[config.mk]
export PLATFORM = sky130hd
export DESIGN_NAME = multiplexed_rgb_led_pwm_scanner_core
export DESIGN_NICKNAME = d
export VERILOG_FILES = /design/src/hdl/mrlps_pkg.sv /design/src/hdl/multiplexed_rgb_led_pwm_scanner_core.sv
export VERILOG_INCLUDE_DIRS = /design/src /design/src/hdl
export SDC_FILE = /design/constraint.sdc
export NUM_CORES = 1
export LEC_CHECK = 0
export BUFFER_PORTS_ARGS = -buffer_cell sky130_fd_sc_hd__buf_4
export CORE_ASPECT_RATIO = 1.2
export CORE_UTILIZATION = 56
export CTS_CLUSTER_SIZE = 16
export DETAILED_ROUTE_END_ITERATION = 16
export GPL_TIMING_DRIVEN = 1
export PLACE_DENSITY = 0.85
export SYNTH_ARGS = -nofsm -noshare
export SYNTH_HDL_FRONTEND = slang
export SYNTH_SLANG_ARGS = --single-unit
[constraint.sdc]
create_clock -name clock -period 3.8 [get_ports clock]
set_input_delay 0.38 -clock clock [delete_from_list [all_inputs] [get_ports clock]]
set_output_delay 0.38 -clock clock [all_outputs]
set_load 0.005 [all_outputs]
[src/hdl/multiplexed_rgb_led_pwm_scanner_core_defines.svh]
// ----------------------------------------------------------------------------
// LED PWM scanner assertion macros
// Concurrent assertion wrappers; empty when SYNTHESIS is defined.
// ----------------------------------------------------------------------------
`ifndef MULTIPLEXED_RGB_LED_PWM_SCANNER_CORE_DEFINES_SVH
`define MULTIPLEXED_RGB_LED_PWM_SCANNER_CORE_DEFINES_SVH

`ifndef SYNTHESIS
// same-cycle implication
`define MRLPS_ASSERT_NOW(label, clk, rst, ante, cons) \
   label: assert property (@(posedge clk) disable iff (rst) (ante) |-> (cons)) \
      else $error("assertion failed");
// next-cycle implication
`define MRLPS_ASSERT_NEXT(label, clk, rst, ante, cons) \
   label: assert property (@(posedge clk) disable iff (rst) (ante) |=> (cons)) \
      else $error("assertion failed");
`else
`define MRLPS_ASSERT_NOW(label, clk, rst, ante, cons)
`define MRLPS_ASSERT_NEXT(label, clk, rst, ante, cons)
`endif

`endif

[src/hdl/mrlps_pkg.sv]
// ----------------------------------------------------------------------------
// LED PWM scanner package
// Shared constants and codes for the multiplexed RGB LED PWM scanner.
// ----------------------------------------------------------------------------
package mrlps_pkg;

   localparam int DEFAULT_BRIGHTNESS_LEVELS = 32;
   localparam int DEFAULT_NUM_LEDS          = 12;

   localparam int NUM_GROUPS  = 6;
   localparam int NUM_COLORS  = 3;
   localparam int GROUP_LANES = 2 * NUM_COLORS;
   localparam int LEVEL_W     = 8;
   localparam int MASK_W      = 12;
   localparam int GROUP_W     = 3;

   localparam logic [MASK_W-1:0] MASK_RESET = 12'hFFF;

   // command codes (req_tuser)
   localparam logic CMD_WRITE = 1'b0;
   localparam logic CMD_TICK  = 1'b1;

   // color codes
   localparam logic [1:0] COLOR_RED   = 2'd0;
   localparam logic [1:0] COLOR_GREEN = 2'd1;
   localparam logic [1:0] COLOR_BLUE  = 2'd2;
   localparam logic [1:0] COLOR_NONE  = 2'd3;

   // register indexes
   localparam logic CSR_LED_ENABLE_MASK = 1'b0;
   localparam logic CSR_SCAN_ENABLE     = 1'b1;

   localparam logic [GROUP_W-1:0] LAST_GROUP = GROUP_W'(NUM_GROUPS - 1);

endpackage

[src/hdl/multiplexed_rgb_led_pwm_scanner_core.sv]
// ----------------------------------------------------------------------------
// Multiplexed RGB LED PWM scanner core
// Holds RGB levels for a set of LEDs and produces one scan slot per tick.
// ----------------------------------------------------------------------------
// Usage:
//   req_* carries commands: tuser 0 writes one level (led_index, color,
//   level in tdata) and returns nothing; tuser 1 is a scan tick that returns
//   one slot on rsp_* (cathode select and two 3-bit color groups in tdata,
//   frame end on tlast).
//   csr_* writes led_enable_mask (index 0) and scan_enable (index 1); write
//   only while no tick is in flight.
//   Pipeline: a tick is captured in the stage register at its accept edge,
//   then in the result register when it can advance. The level store row
//   for the active group is read at the accept edge; the compare against
//   the PWM level counter sits between the stage and result registers.
//   Throughput: one item per cycle unless rsp_* back-pressure stalls; a
//   level write followed by a tick in the next cycle sees the new level.
//   Reset: level store reads as zero (per-entry valid bits), counters go to
//   zero, mask to all ones, scan disabled.
//   Stall: with rsp_tready low the result register holds, one more tick
//   waits in the stage register, then req_tready drops. Level writes are
//   taken whenever req_tready is high.
// ----------------------------------------------------------------------------
`include "multiplexed_rgb_led_pwm_scanner_core_defines.svh"

module multiplexed_rgb_led_pwm_scanner_core
   import mrlps_pkg::*;
#(
   parameter int BRIGHTNESS_LEVELS = DEFAULT_BRIGHTNESS_LEVELS,
   parameter int NUM_LEDS          = DEFAULT_NUM_LEDS
) (
   input  logic                clock,
   input  logic                reset,
   input  logic                req_tvalid,
   output logic                req_tready,
   input  logic [15:0]         req_tdata,  // led_index[3:0], color[5:4], level[13:6]
   input  logic                req_tuser,  // command
   output logic                rsp_tvalid,
   input  logic                rsp_tready,
   output logic [15:0]         rsp_tdata,  // cathode_select[5:0], port_a[8:6], port_b[11:9]
   output logic                rsp_tlast,  // frame_end
   input  logic                csr_we,
   input  logic                csr_index,
   input  logic [MASK_W-1:0]   csr_wdata
);

   localparam int ROWS_RAW = (NUM_LEDS + 1) / 2;
   localparam int ROWS     = (ROWS_RAW < NUM_GROUPS) ? ROWS_RAW : NUM_GROUPS;
   localparam int ROW_W    = (ROWS > 1) ? $clog2(ROWS) : 1;
   localparam int LVL_W    = $clog2(BRIGHTNESS_LEVELS);
   localparam logic [LVL_W-1:0] LAST_LEVEL = LVL_W'(BRIGHTNESS_LEVELS - 1);

   // configuration
   logic [MASK_W-1:0]  mask_ff;
   logic               scan_en_ff;

   // scan counters
   logic [GROUP_W-1:0] group_ff, group_in;
   logic [LVL_W-1:0]   level_ff, level_in;

   // level store: one row per group, lanes {B1,G1,R1,B0,G0,R0}
   logic [LEVEL_W-1:0]     mem_ff [ROWS][GROUP_LANES];
   logic [GROUP_LANES-1:0] vld_ff [ROWS];

   // stage register (ticks only)
   logic                   s1_valid_ff, s1_valid_in;
   logic                   s1_scan_ff;
   logic [GROUP_W-1:0]     s1_group_ff;
   logic [LVL_W-1:0]       s1_level_ff;
   logic                   s1_last_ff;
   logic [1:0]             s1_mask_ff;
   logic [GROUP_LANES-1:0] s1_vld_ff;
   logic [LEVEL_W-1:0]     s1_row_ff [GROUP_LANES];

   // result register
   logic        rsp_valid_ff, rsp_valid_in;
   logic [11:0] rsp_data_ff, rsp_data_in;
   logic        rsp_last_ff, rsp_last_in;

   logic                 req_acc, tick_acc, s1_adv;
   logic                 last_level, row_ok;
   logic [ROW_W-1:0]     rd_row;
   logic [1:0]           mask_pair;
   logic [3:0]           wr_led;
   logic [1:0]           wr_color;
   logic [LEVEL_W-1:0]   wr_level;
   logic                 wr_ok;
   logic [ROW_W-1:0]     wr_row;
   logic [2:0]           wr_lane;
   logic [2:0]           colors_a, colors_b;

   // ---------------- handshake ----------------
   assign s1_adv     = !rsp_valid_ff || rsp_tready;
   assign req_tready = !s1_valid_ff || s1_adv;
   assign req_acc    = req_tvalid && req_tready;
   assign tick_acc   = req_acc && (req_tuser == CMD_TICK);

   // ---------------- counters ----------------
   assign last_level = (level_ff == LAST_LEVEL);

   always_comb begin
      group_in = group_ff;
      level_in = level_ff;
      if (tick_acc && scan_en_ff) begin
         if (group_ff == LAST_GROUP) begin
            group_in = '0;
            level_in = last_level ? '0 : level_ff + 1'b1;
         end else begin
            group_in = group_ff + 1'b1;
         end
      end
   end

   // ---------------- level store access ----------------
   assign row_ok    = ({1'b0, group_ff} < (GROUP_W + 1)'(ROWS));
   assign rd_row    = group_ff[ROW_W-1:0];
   assign mask_pair = 2'(mask_ff >> {group_ff, 1'b0});

   assign wr_led   = req_tdata[3:0];
   assign wr_color = req_tdata[5:4];
   assign wr_level = req_tdata[13:6];
   assign wr_row   = wr_led[ROW_W:1];
   assign wr_lane  = wr_led[0] ? (3'(wr_color) + 3'(NUM_COLORS)) : 3'(wr_color);
   // LEDs past the scanned groups are never visible, so their writes are dropped
   assign wr_ok    = req_acc && (req_tuser == CMD_WRITE)
                     && ({1'b0, wr_led} < 5'(NUM_LEDS))
                     && (wr_color != COLOR_NONE)
                     && ({1'b0, wr_led[3:1]} < 4'(ROWS));

   always_ff @(posedge clock) begin
      if (wr_ok) begin
         mem_ff[wr_row][wr_lane] <= wr_level;
      end
      if (tick_acc) begin
         s1_row_ff <= mem_ff[rd_row];
      end
   end

   always_ff @(posedge clock) begin
      if (reset) begin
         for (int r = 0; r < ROWS; r++) begin
            vld_ff[r] <= '0;
         end
      end else if (wr_ok) begin
         vld_ff[wr_row][wr_lane] <= 1'b1;
      end
   end

   // ---------------- configuration and counters ----------------
   always_ff @(posedge clock) begin
      if (reset) begin
         mask_ff    <= MASK_RESET;
         scan_en_ff <= 1'b0;
         group_ff   <= '0;
         level_ff   <= '0;
      end else begin
         if (csr_we) begin
            case (csr_index)
               CSR_LED_ENABLE_MASK: mask_ff    <= csr_wdata;
               CSR_SCAN_ENABLE:     scan_en_ff <= csr_wdata[0];
               default: ;
            endcase
         end
         group_ff <= group_in;
         level_ff <= level_in;
      end
   end

   // ---------------- stage register ----------------
   always_comb begin
      s1_valid_in = s1_valid_ff;
      if (req_tready) begin
         s1_valid_in = tick_acc;
      end
   end

   always_ff @(posedge clock) begin
      if (reset) begin
         s1_valid_ff <= 1'b0;
      end else begin
         s1_valid_ff <= s1_valid_in;
      end
   end

   always_ff @(posedge clock) begin
      if (tick_acc) begin
         s1_scan_ff  <= scan_en_ff;
         s1_group_ff <= group_ff;
         s1_level_ff <= level_ff;
         s1_last_ff  <= last_level && (group_ff == LAST_GROUP);
         s1_mask_ff  <= mask_pair;
         s1_vld_ff   <= row_ok ? vld_ff[rd_row] : '0;
      end
   end

   // ---------------- PWM compare ----------------
   always_comb begin
      for (int c = 0; c < NUM_COLORS; c++) begin
         colors_a[c] = s1_mask_ff[0] && s1_vld_ff[c]
                       && (LEVEL_W'(s1_level_ff) < s1_row_ff[c]);
         colors_b[c] = s1_mask_ff[1] && s1_vld_ff[c + NUM_COLORS]
                       && (LEVEL_W'(s1_level_ff) < s1_row_ff[c + NUM_COLORS]);
      end
      if (s1_scan_ff) begin
         rsp_data_in = {colors_b, colors_a, 6'(6'd1 << s1_group_ff)};
         rsp_last_in = s1_last_ff;
      end else begin
         rsp_data_in = '0;
         rsp_last_in = 1'b0;
      end
   end

   // ---------------- result register ----------------
   always_comb begin
      rsp_valid_in = rsp_valid_ff;
      if (s1_valid_ff && s1_adv) begin
         rsp_valid_in = 1'b1;
      end else if (rsp_tready) begin
         rsp_valid_in = 1'b0;
      end
   end

   always_ff @(posedge clock) begin
      if (reset) begin
         rsp_valid_ff <= 1'b0;
      end else begin
         rsp_valid_ff <= rsp_valid_in;
      end
   end

   always_ff @(posedge clock) begin
      if (s1_valid_ff && s1_adv) begin
         rsp_data_ff <= rsp_data_in;
         rsp_last_ff <= rsp_last_in;
      end
   end

   assign rsp_tvalid = rsp_valid_ff;
   assign rsp_tdata  = {4'd0, rsp_data_ff};
   assign rsp_tlast  = rsp_last_ff;

   // ---------------- assertions ----------------
   `MRLPS_ASSERT_NOW(a_group_range, clock, reset, 1'b1, group_ff <= LAST_GROUP)
   `MRLPS_ASSERT_NOW(a_select_onehot, clock, reset, rsp_tvalid,
                     $onehot0(rsp_tdata[5:0]))
   `MRLPS_ASSERT_NOW(a_frame_end_group, clock, reset, rsp_tvalid && rsp_tlast,
                     rsp_tdata[NUM_GROUPS-1])
   `MRLPS_ASSERT_NEXT(a_group_wrap, clock, reset,
                      tick_acc && scan_en_ff && (group_ff == LAST_GROUP),
                      group_ff == '0)

endmodule
==> results of run 1 <==
per-layer routing:
| metal | track usage, % | vias to the layer above | share of wire [%] |
|---|---|---|---|
| li1 | - | 4037 | - |
| met1 | 28.93 | 4655 | 37 |
| met2 | 41.93 | 364 | 53 |
| met3 | 3.529 | 93 | 6.0 |
| met4 | 9.259 | 0 | 3.7 |
| met5 | 0 | - | 0 |
power groups by stage:
| stage | clock network, mW | registers [mW] | logic, mW |
|---|---|---|---|
| 2_1_floorplan | 0 | 5.32 | 0.166 |
| 3_5_place_dp | 0 | 5.33 | 0.295 |
| 5_1_grt | 4.31 | 5.24 | 0.329 |
| 6_report | 4.12 | 5.24 | 0.303 |
| 3_3_place_gp | 0 | 5.33 | 0.278 |
| 4_1_cts | 4.15 | 5.24 | 0.303 |
kinds of logic (layout without fill, tap and decap cells):
group | after synthesis | count (layout)
AND/OR/NAND/NOR | 221 | 221
AO/OA/AOI/OAI | 135 | 135
adder cells (fa/ha/maj) | 28 | 28
other | 1 | 4
buffers and inverters | 101 | 164
XOR/XNOR | 1 | 1
multiplexers | 126 | 126
flip-flops | 426 | 426
layout make-up:
class,count,share of cell area (%)
Clock buffer,44,5.187
Clock inverter,26,1.794
Inverter,38,0.7437
Multi-Input combinational cell,515,21.82
Sequential cell,426,65.55
Tap cell,396,2.584
Timing Repair Buffer,56,2.323
synth_stat cells (all sizes together) (8+ instances only):
cell type and number:
buf 37, mux4 56, nand2 31, o22ai 8, o21ai 37, nor3 8, edfxtp 403, a21oi 54
ha 28, clkbuf 26, nand3 8, mux2i 70, nand2b 15, nand3b 10, nor2 123, dfxtp 23
inv 38
registers in the layout, summed over array words and instances (netlist names):
name / flops
s1_scan_ff: 1
s1_level_ff: 5
s1_last_ff: 1
vld_ff: 36
scan_en_ff: 1
rsp_tvalid: 1
level_ff: 5
group_ff: 3
mem_ff: 288
s1_vld_ff: 6
rsp_tlast: 1
rsp_data_ff: 12
s1_valid_ff: 1
s1_mask_ff: 2
s1_group_ff: 3
s1_row_ff: 48
mask_ff: 12
how the worst max path moves through the flow:
stage,from,end,slack [ns],cells past startpoint
2_1_floorplan,rsp_tready,s1_group_ff[0]$_DFFE_PP_,1.02,2
3_3_place_gp,req_tdata[4],mem_ff[3][37]$_DFFE_PP_,1.0,6
3_5_place_dp,req_tdata[4],mem_ff[0][37]$_DFFE_PP_,0.84,6
4_1_cts,rsp_tvalid$_SDFFE_PP0P_,mem_ff[0][37]$_DFFE_PP_,1.23,4
5_1_grt,rsp_tvalid$_SDFFE_PP0P_,mem_ff[0][34]$_DFFE_PP_,0.97,4
6_report,rsp_tvalid$_SDFFE_PP0P_,mem_ff[1][23]$_DFFE_PP_,1.18,4
tightest hold or removal path, cell delays in order:
cell and delay [ns]:
buf_4 0.08, mux2i_1 0.05, nand2_1 0.06
through the flow:
step	setup WS, ns	power (mW)
floorplan	1.016	5.482
global placement	0.9957	5.607
detailed placement	0.8363	5.629
CTS	1.228	9.690
global route	0.9717	9.872
finish	1.181	9.656
==> results_dict.tcl, run 1 <==
set metrics [dict create \
    crit_path_cell_trace "nand3b_2, o2111ai_1, nand2b_1, nor2_1" \
    cts_hold_buf 0 \
    ff2ff_path_depth 4 \
    fin_setup_tns_ns 0 \
    die_x_um 162.2 \
    p_leak_nw 6.230 \
    slowest_stage "nor2_1" \
    seq_area_mm2 0.01257 \
    p_sw_mw 1.914 \
    mostFrequentLayoutCell "edfxtp_1" \
    synth_ff_type "edfxtp_1" \
    drive_gt1_share_pct 17.10 \
    drc 0 \
    io_buffer_count 47 \
    fmax_ghz 0.3818 \
    yosys_warnings 0 \
    antenna_left 0 \
    wl_per_cell_um 23.92 \
    path_clk_slew_ns 0.06 \
    grt_max_degree 64 \
    fp-row-count 70 \
    die_y_um 194.2 \
    critPathMaxFanout 17 \
    cp.required_ns 3.96 \
    whs_path_depth 3 \
    cts_resized 0 \
    via_per_inst 6.095 \
    syn-cell-area_mm2 0.01724 \
    final-instance-count-excl-fill 1501 \
    reg2reg_slack_ns 1.18 \
    yosysUniqueCellTypes 54 \
    synthCells 1039 \
    finalNetCount 1139 \
    rsz0062_at_grt "false" \
    synth-compound-area-share_pct 4.549 \
    synth_top_area_share_pct 70.18 \
    cp_top_family "simple AND/OR/NAND/NOR gates" \
    clock_power_share_pct 42.6 \
    nFillCells 1918 \
    grt_first_pass_wirelength_um 54520 \
    post-cts-setup-buffer-count 0 \
    startpoint_type "register" \
    start_util_pct 56.74 \
    hold_path.class "in2reg" \
    diodes 0 \
    synth-xor-area-share_pct 0.05079 \
    synth_simple_gate_area_share_pct 6.117 \
    grtUsageTotal_pct 23.62 \
    r2r_end "mem_ff[1][23]$_DFFE_PP_" \
    final_cell_area_mm2 0.01918 \
    path_class "reg2reg" \
    max_stage_delay_ns 0.85 \
    outcome "finished, final reports clean" \
    synth-edff-count 403 \
    postSynth.asyncResetShare_pct 0 \
    setup_viol 0 \
    synth_top_family_by_area "multiplexers" \
    cts_max_level 2 \
    holdWs_ns 0.05070 \
    seq_power_share_pct 54.2 \
    finalHoldViolCount 0 \
    min_to "mask_ff[7]$_SDFFE_PP1P_" \
    p_per_area_mw_per_mm2 503.5 \
    skew_ns 0.01819 \
    drt_iter0_markers 888 \
    yosys-top-cells-area "edfxtp_1 70%, mux4_2 7.3%, mux2i_1 4.1%" \
    antenna_found_initial 1 \
    dieArea_mm2 0.03150 \
    numCtsBuffers 39 \
    final_max_slew_viol_count 0 \
    syn_to_final_growth_pct 11.22 \
    fin_util_pct 63.10 \
    maxCapViolCount 0 \
    cts_tree "done" \
    synth-seq-area-share_pct 72.85 \
    worst_pin_slew_ns 1.161 \
    hold_path.startpoint "csr_wdata[7]" \
    postSynthAreaPerCell_um2 16.60 \
    internal_power_mw 7.742 \
    worstPathArrival_ns 2.78 \
    relSlewSlack_pct 22.53 \
    multiInputGateArea_mm2 0.004185 \
    mostFrequentLayoutCells "403 x edfxtp_1, 121 x nor2_1, 70 x mux2i_1" \
    vias 9149 \
    dp_hpwl_um 20720 \
    grt_overflow 0 \
    synth_fa_ha_area_share_pct 2.032 \
    switching_share_pct 19.82 \
    first_pass_iters 5 \
    io_pins 54 \
    clock-sinks 426 \
    muxShareOfSynthArea_pct 11.38 \
    ir_worst_vdd_mv 0.3849 \
    end_kind "register" \
    routed_wl_um 35900 \
    grt_pass1_vias 9271 \
    fin_crit_ns 2.619 \
    core_area_mm2 0.03039 \
    p_comb_share_pct 3.1 \
    numPlacedInstances 1431 \
    post_dp_cell_area_mm2 0.01784 \
    fin_crit_sh_pct 68.93 \
    gp_congestion 0.7528 \
    synth_largest_area_cell "edfxtp_1" \
    crit_buf_inv 0 \
    r2r-start "rsp_tvalid$_SDFFE_PP0P_" \
    clk_latency_ns 0.54 \
    cts_buffer_depth 3 \
    cts-root-buf "clkbuf_16" \
    synth-seq-cells 426 \
]
Power figures use the tool's default switching activity.
==> run 2: changes to the inputs <==
==> constraint.sdc (replaced) <==
create_clock -name clock -period 2.17 [get_ports clock]
set_input_delay 0.217 -clock clock [delete_from_list [all_inputs] [get_ports clock]]
set_output_delay 0.217 -clock clock [all_outputs]
set_load 0.005 [all_outputs]
==> run 2 against run 1 <==
- clock power grew 56%
- setup slack got worse by 0.97 ns
- first-iteration DRC count grew 0.79%
- combinational power is 94% higher
- final area is 3.0% higher
- via count rose by 1.0%
- routed wire length down 3.2%
- hold slack improved by 0.014 ns
- fmax grew 33%
- cell count up 5.3%
- sequential cell count stayed put
- critical endpoint is now rsp_data_ff[8]$_SDFFCE_PN0P_
==> results_dict.tcl, run 2 (synthesis gave the netlist of run 1 again) <==
set metrics [dict create \
    grt_overflow 0 \
    cp.required_ns 2.49 \
    hold_path.startpoint "reset" \
    io_buffer_count 47 \
    nFillCells 1893 \
    finalNetCount 1219 \
    die_x_um 162.2 \
    fin_crit_ns 1.963 \
    cts_buffer_depth 3 \
    holdWs_ns 0.06458 \
    via_per_inst 5.846 \
    vias 9243 \
    maxCapViolCount 0 \
    dp_hpwl_um 20850 \
    final_max_slew_viol_count 0 \
    finalHoldViolCount 0 \
    crit_buf_inv 0 \
    antenna_found_initial 1 \
    min_to "group_ff[2]$_SDFFE_PP0P_" \
    largest_reg_flops 288 \
    biggestRegsByFlops "mem_ff: 288 flops, s1_row_ff: 48 flops, vld_ff: 36 flops" \
    top_usage_layer "met2" \
    grtUsageMet2_pct 42.19 \
    whs_path_depth 3 \
    use_met1_pct 26.04 \
    fmax_ghz 0.5095 \
    outcome "finished, final reports clean" \
    grt_pass1_vias 9530 \
    top_register "mem_ff" \
    startpoint_type "register" \
    fp-row-count 70 \
    drt_iter0_markers 895 \
    fin_crit_sh_pct 90.46 \
    grt_util_met3_pct 3.465 \
    skew_ns 0.01072 \
    seq_area_mm2 0.01257 \
    grtUsageTotal_pct 22.84 \
    path_class "reg2reg" \
    dieArea_mm2 0.03150 \
    wl_per_cell_um 21.99 \
    io_pins 54 \
    multiInputGateArea_mm2 0.004183 \
    start_util_pct 56.74 \
    ir_worst_vdd_mv 0.5521 \
    core_area_mm2 0.03039 \
    cts-root-buf "clkbuf_16" \
    antenna_left 0 \
    r2r-start "s1_level_ff[1]$_DFFE_PP_" \
    rsz0062_at_grt "false" \
    drc 0 \
    reg2reg_slack_ns 0.21 \
    cp_top_family "compound AO/OA/AOI/OAI gates" \
    cts_tree "done" \
    final_cell_area_mm2 0.01975 \
    worst_pin_slew_ns 0.6246 \
    routed_wl_um 34760 \
    cts_max_level 2 \
    die_y_um 194.2 \
    critPathMaxFanout 6 \
    first_pass_iters 5 \
    ff2ff_path_depth 4 \
    mostFrequentLayoutCell "edfxtp_1" \
    gp_congestion 0.7840 \
    post-cts-setup-buffer-count 0 \
    p_leak_nw 6.598 \
    grt_max_degree 67 \
    diodes 0 \
    path_clk_slew_ns 0.06 \
    slowest_stage "edfxtp_1" \
    drive_gt1_share_pct 21.18 \
    crit_path_cell_trace "ha_1, a211oi_1, o21bai_1, a31oi_1" \
    relSlewSlack_pct 58.36 \
    grt_first_pass_wirelength_um 53450 \
    mostFrequentLayoutCells "403 x edfxtp_1, 121 x nor2_1, 112 x buf_4" \
    end_kind "register" \
    worstPathArrival_ns 2.28 \
    max_stage_delay_ns 0.61 \
    clk_latency_ns 0.53 \
    clock-sinks 426 \
    syn_to_final_growth_pct 14.55 \
    r2r_end "rsp_data_ff[8]$_SDFFCE_PN0P_" \
    p_per_area_mw_per_mm2 818.1 \
    numCtsBuffers 39 \
    setup_viol 0 \
    post_dp_cell_area_mm2 0.01841 \
    hold_path.class "in2reg" \
]
==> run 2: timing repair <==
item,CTS,global route
hold buffers,15,0
gates resized for setup,0,0
endpoints found under the setup margin,0,0
endpoints found under the hold margin,13,0
==> run 2: worst max path at each step <==
| stage | start | to | slack (ns) | depth (start not counted) |
|---|---|---|---|---|
| after CTS | s1_level_ff[1]$_DFFE_PP_ | rsp_data_ff[8]$_SDFFCE_PN0P_ | 0.19 | 4 |
| after global placement | req_tdata[4] | vld_ff[5][1]$_DFFE_PP_ | 0.05 | 7 |
| after global routing | s1_level_ff[1]$_DFFE_PP_ | rsp_data_ff[8]$_SDFFCE_PN0P_ | 0.18 | 4 |
| final | s1_level_ff[1]$_DFFE_PP_ | rsp_data_ff[8]$_SDFFCE_PN0P_ | 0.21 | 4 |
| after detailed placement | req_tdata[4] | vld_ff[4][4]$_SDFFCE_PN0P_ | -0.02 | 8 |
| after floorplan | req_tdata[4] | mem_ff[0][0]$_DFFE_PP_ | 0.07 | 7 |
==> run 2: metrics by stage <==
stage	TNS, ns	power, mW	util (%)	setup WS (ns)	std cells
floorplan	0	9.599	-	0.06574	1042
global placement	0	9.846	60.58	0.05128	1496
detailed placement	-0.02068	9.888	60.58	-0.01886	1496
CTS	0	16.23	64.99	0.1891	1581
global route	0	16.57	64.99	0.1759	1581
finish	0	16.16	64.99	0.2071	1581
==> run 2: tightest hold or removal path: stages <==
cell     delay (ns)
buf_4          0.10
buf_4          0.18
a21oi_1        0.05
==> run 2: metal layers <==
metal  vias up  share of wire [%]  wire (um)
li1       4199                  -          -
met1      4606                 36      12510
met2       343                 54      18910
met3        95                5.7       1981
met4         0                3.9       1364
met5         -                  0          0
==> run 2: area by class of cell <==
cell class              instances  area share (%)
flip-flops and latches        426           63.64
multi-input cells             515           21.18
repair buffers                136           5.929
clock buffers                  49           5.289
well taps                     396           2.508
clock inverters                21          0.7348
inverters                      38          0.7221
==> run 2: where the power goes <==
group,switching (mW),internal (mW)
registers,0.0625,9.10
clock network,2.86,3.55
logic,0.357,0.231
==> run 3: changes to the inputs <==
--- a/config.mk
+++ b/config.mk
@@ -6,7 +6,7 @@
 export SDC_FILE = /design/constraint.sdc
 export NUM_CORES = 1
 export LEC_CHECK = 0
-export BUFFER_PORTS_ARGS = -buffer_cell sky130_fd_sc_hd__buf_4
+export BUFFER_PORTS_ARGS = -buffer_cell sky130_fd_sc_hd__clkbuf_2
 export CORE_ASPECT_RATIO = 1.2
 export CORE_UTILIZATION = 56
 export CTS_CLUSTER_SIZE = 16
==> run 3 against run 2 <==
- critical path depth unchanged
- final area down 0.63%
- sequential cell count is the same
- first-iteration DRC count is 8.0% higher
- sequential power about the same
==> results_dict.tcl, run 3 (synthesis gave the netlist of run 1 again) <==
set metrics [dict create \
    grt_pass1_vias 9755 \
    core_area_mm2 0.03039 \
    drt_iter0_markers 967 \
    clock-sinks 426 \
    fin_crit_sh_pct 95.70 \
    diodes 0 \
    ff2ff_path_depth 4 \
    cts_buffer_depth 3 \
    grt_max_degree 67 \
    ir_worst_vdd_mv 0.4654 \
    drc 0 \
    cts_hold_buf 14 \
    path_class "reg2reg" \
    routed_wl_um 35660 \
    wl_per_cell_um 22.67 \
    worstPathArrival_ns 2.39 \
    fin_crit_ns 2.077 \
    whs_path_depth 4 \
    end_kind "register" \
    fin_setup_tns_ns 0 \
    finalNetCount 1214 \
    critPathMaxFanout 6 \
    holdWs_ns 0.05539 \
    grt_overflow 0 \
    hold_path.class "in2reg" \
    io_pins 54 \
    finalHoldViolCount 0 \
    numPlacedInstances 1493 \
    setup_viol 0 \
    clk_latency_ns 0.53 \
    numCtsBuffers 38 \
    grtUsageTotal_pct 23.57 \
    outcome "finished, final reports clean" \
    drive_gt1_share_pct 20.22 \
    cts_resized 0 \
    post-cts-setup-buffer-count 0 \
    vias 9421 \
    antenna_left 0 \
    maxCapViolCount 0 \
    dieArea_mm2 0.03150 \
    start_util_pct 56.74 \
    p_total_mw 16.28 \
    relSlewSlack_pct 39.47 \
    io_buffer_count 47 \
    antenna_found_initial 0 \
    final-instance-count-excl-fill 1573 \
    mostFrequentLayoutCells "403 x edfxtp_1, 121 x nor2_1, 70 x mux2i_1" \
    grt_first_pass_wirelength_um 54930 \
    startpoint_type "register" \
    largest_reg_flops 288 \
    dp_hpwl_um 20680 \
    top_register "mem_ff" \
    fmax_ghz 0.4815 \
    worst_pin_slew_ns 0.9079 \
    cts_tree "done" \
    via_per_inst 5.989 \
    rsz0062_at_grt "false" \
    p_per_area_mw_per_mm2 829.3 \
    cp.required_ns 2.48 \
    p_leak_nw 6.548 \
    die_x_um 162.2 \
    cts-root-buf "clkbuf_16" \
    mostFrequentLayoutCell "edfxtp_1" \
    skew_ns 0.01357 \
    path_clk_slew_ns 0.07 \
    biggestRegsByFlops "mem_ff: 288 flops, s1_row_ff: 48 flops, vld_ff: 36 flops" \
    first_pass_iters 5 \
    fp-row-count 70 \
    cts_max_level 2 \
    final_max_slew_viol_count 0 \
    gp_congestion 0.7747 \
    die_y_um 194.2 \
    syn_to_final_growth_pct 13.82 \
]
[run 3: cell types whose count changed in the layout (fill, tap and decap cells not counted), sizes merged]
cell,before,now
dlygate4sd3,15,14
buf,121,71
clkbuf,49,94
clkinvlp,3,0
bufinv,1,4
clkinv,16,14
[run 3: stage by stage]
| step | setup slack [ns] | util (%) | cell area (um^2) |
|---|---|---|---|
| 4_1_cts | 0.1260 | 64.58 | 19630 |
| 2_1_floorplan | 0.06574 | - | 17260 |
| 5_1_grt | 0.1017 | 64.58 | 19630 |
| 3_5_place_dp | -0.04430 | 60.21 | 18300 |
| 3_3_place_gp | 0.03031 | 60.21 | 18300 |
| 6_report | 0.09328 | 64.58 | 19630 |
[run 3: layout make-up]
type,instances,area (um^2)
well taps,396,495.5
inverters,38,142.6
multi-input cells,515,4183
clock buffers,47,1006
flip-flops and latches,426,12570
clock inverters,19,183.9
fillers,1885,10760
repair buffers,132,1046
[run 3: critical path, stage by stage (launching register included)]
cell      delay [ns]
edfxtp_1        0.71
ha_1            0.33
a211oi_1        0.32
o21bai_1        0.16
a31oi_1         0.34
[run 3: final timing paths]
| path | startpoint | endpoint | slack, ns |
|---|---|---|---|
| worst min-delay path | csr_we | scan_en_ff$_SDFFE_PP0P_ | 0.06 |
| worst max-delay path | s1_level_ff[1]$_DFFE_PP_ | rsp_data_ff[8]$_SDFFCE_PN0P_ | 0.09 |
| worst max register to register | s1_level_ff[1]$_DFFE_PP_ | rsp_data_ff[8]$_SDFFCE_PN0P_ | 0.09 |
| worst min register to register | level_ff[4]$_SDFFE_PP0P_ | s1_level_ff[4]$_DFFE_PP_ | 0.47 |
[run 3: layer usage]
layer  wire, um  global-route usage [%]  vias up
met5          0                       0        -
met4       1649                   11.64        0
met3       2421                   3.743       97
met2      18880                   41.95      411
met1      12720                   27.56     4731
li1           -                       -     4182
[run 3: power by group]
part / switching [mW] / leakage, nW / internal (mW)
sequential: 0.0642 / 3.86 / 9.10
combinational: 0.358 / 2.11 / 0.209
clock: 2.79 / 0.578 / 3.76
total: 3.21 / 6.55 / 13.1
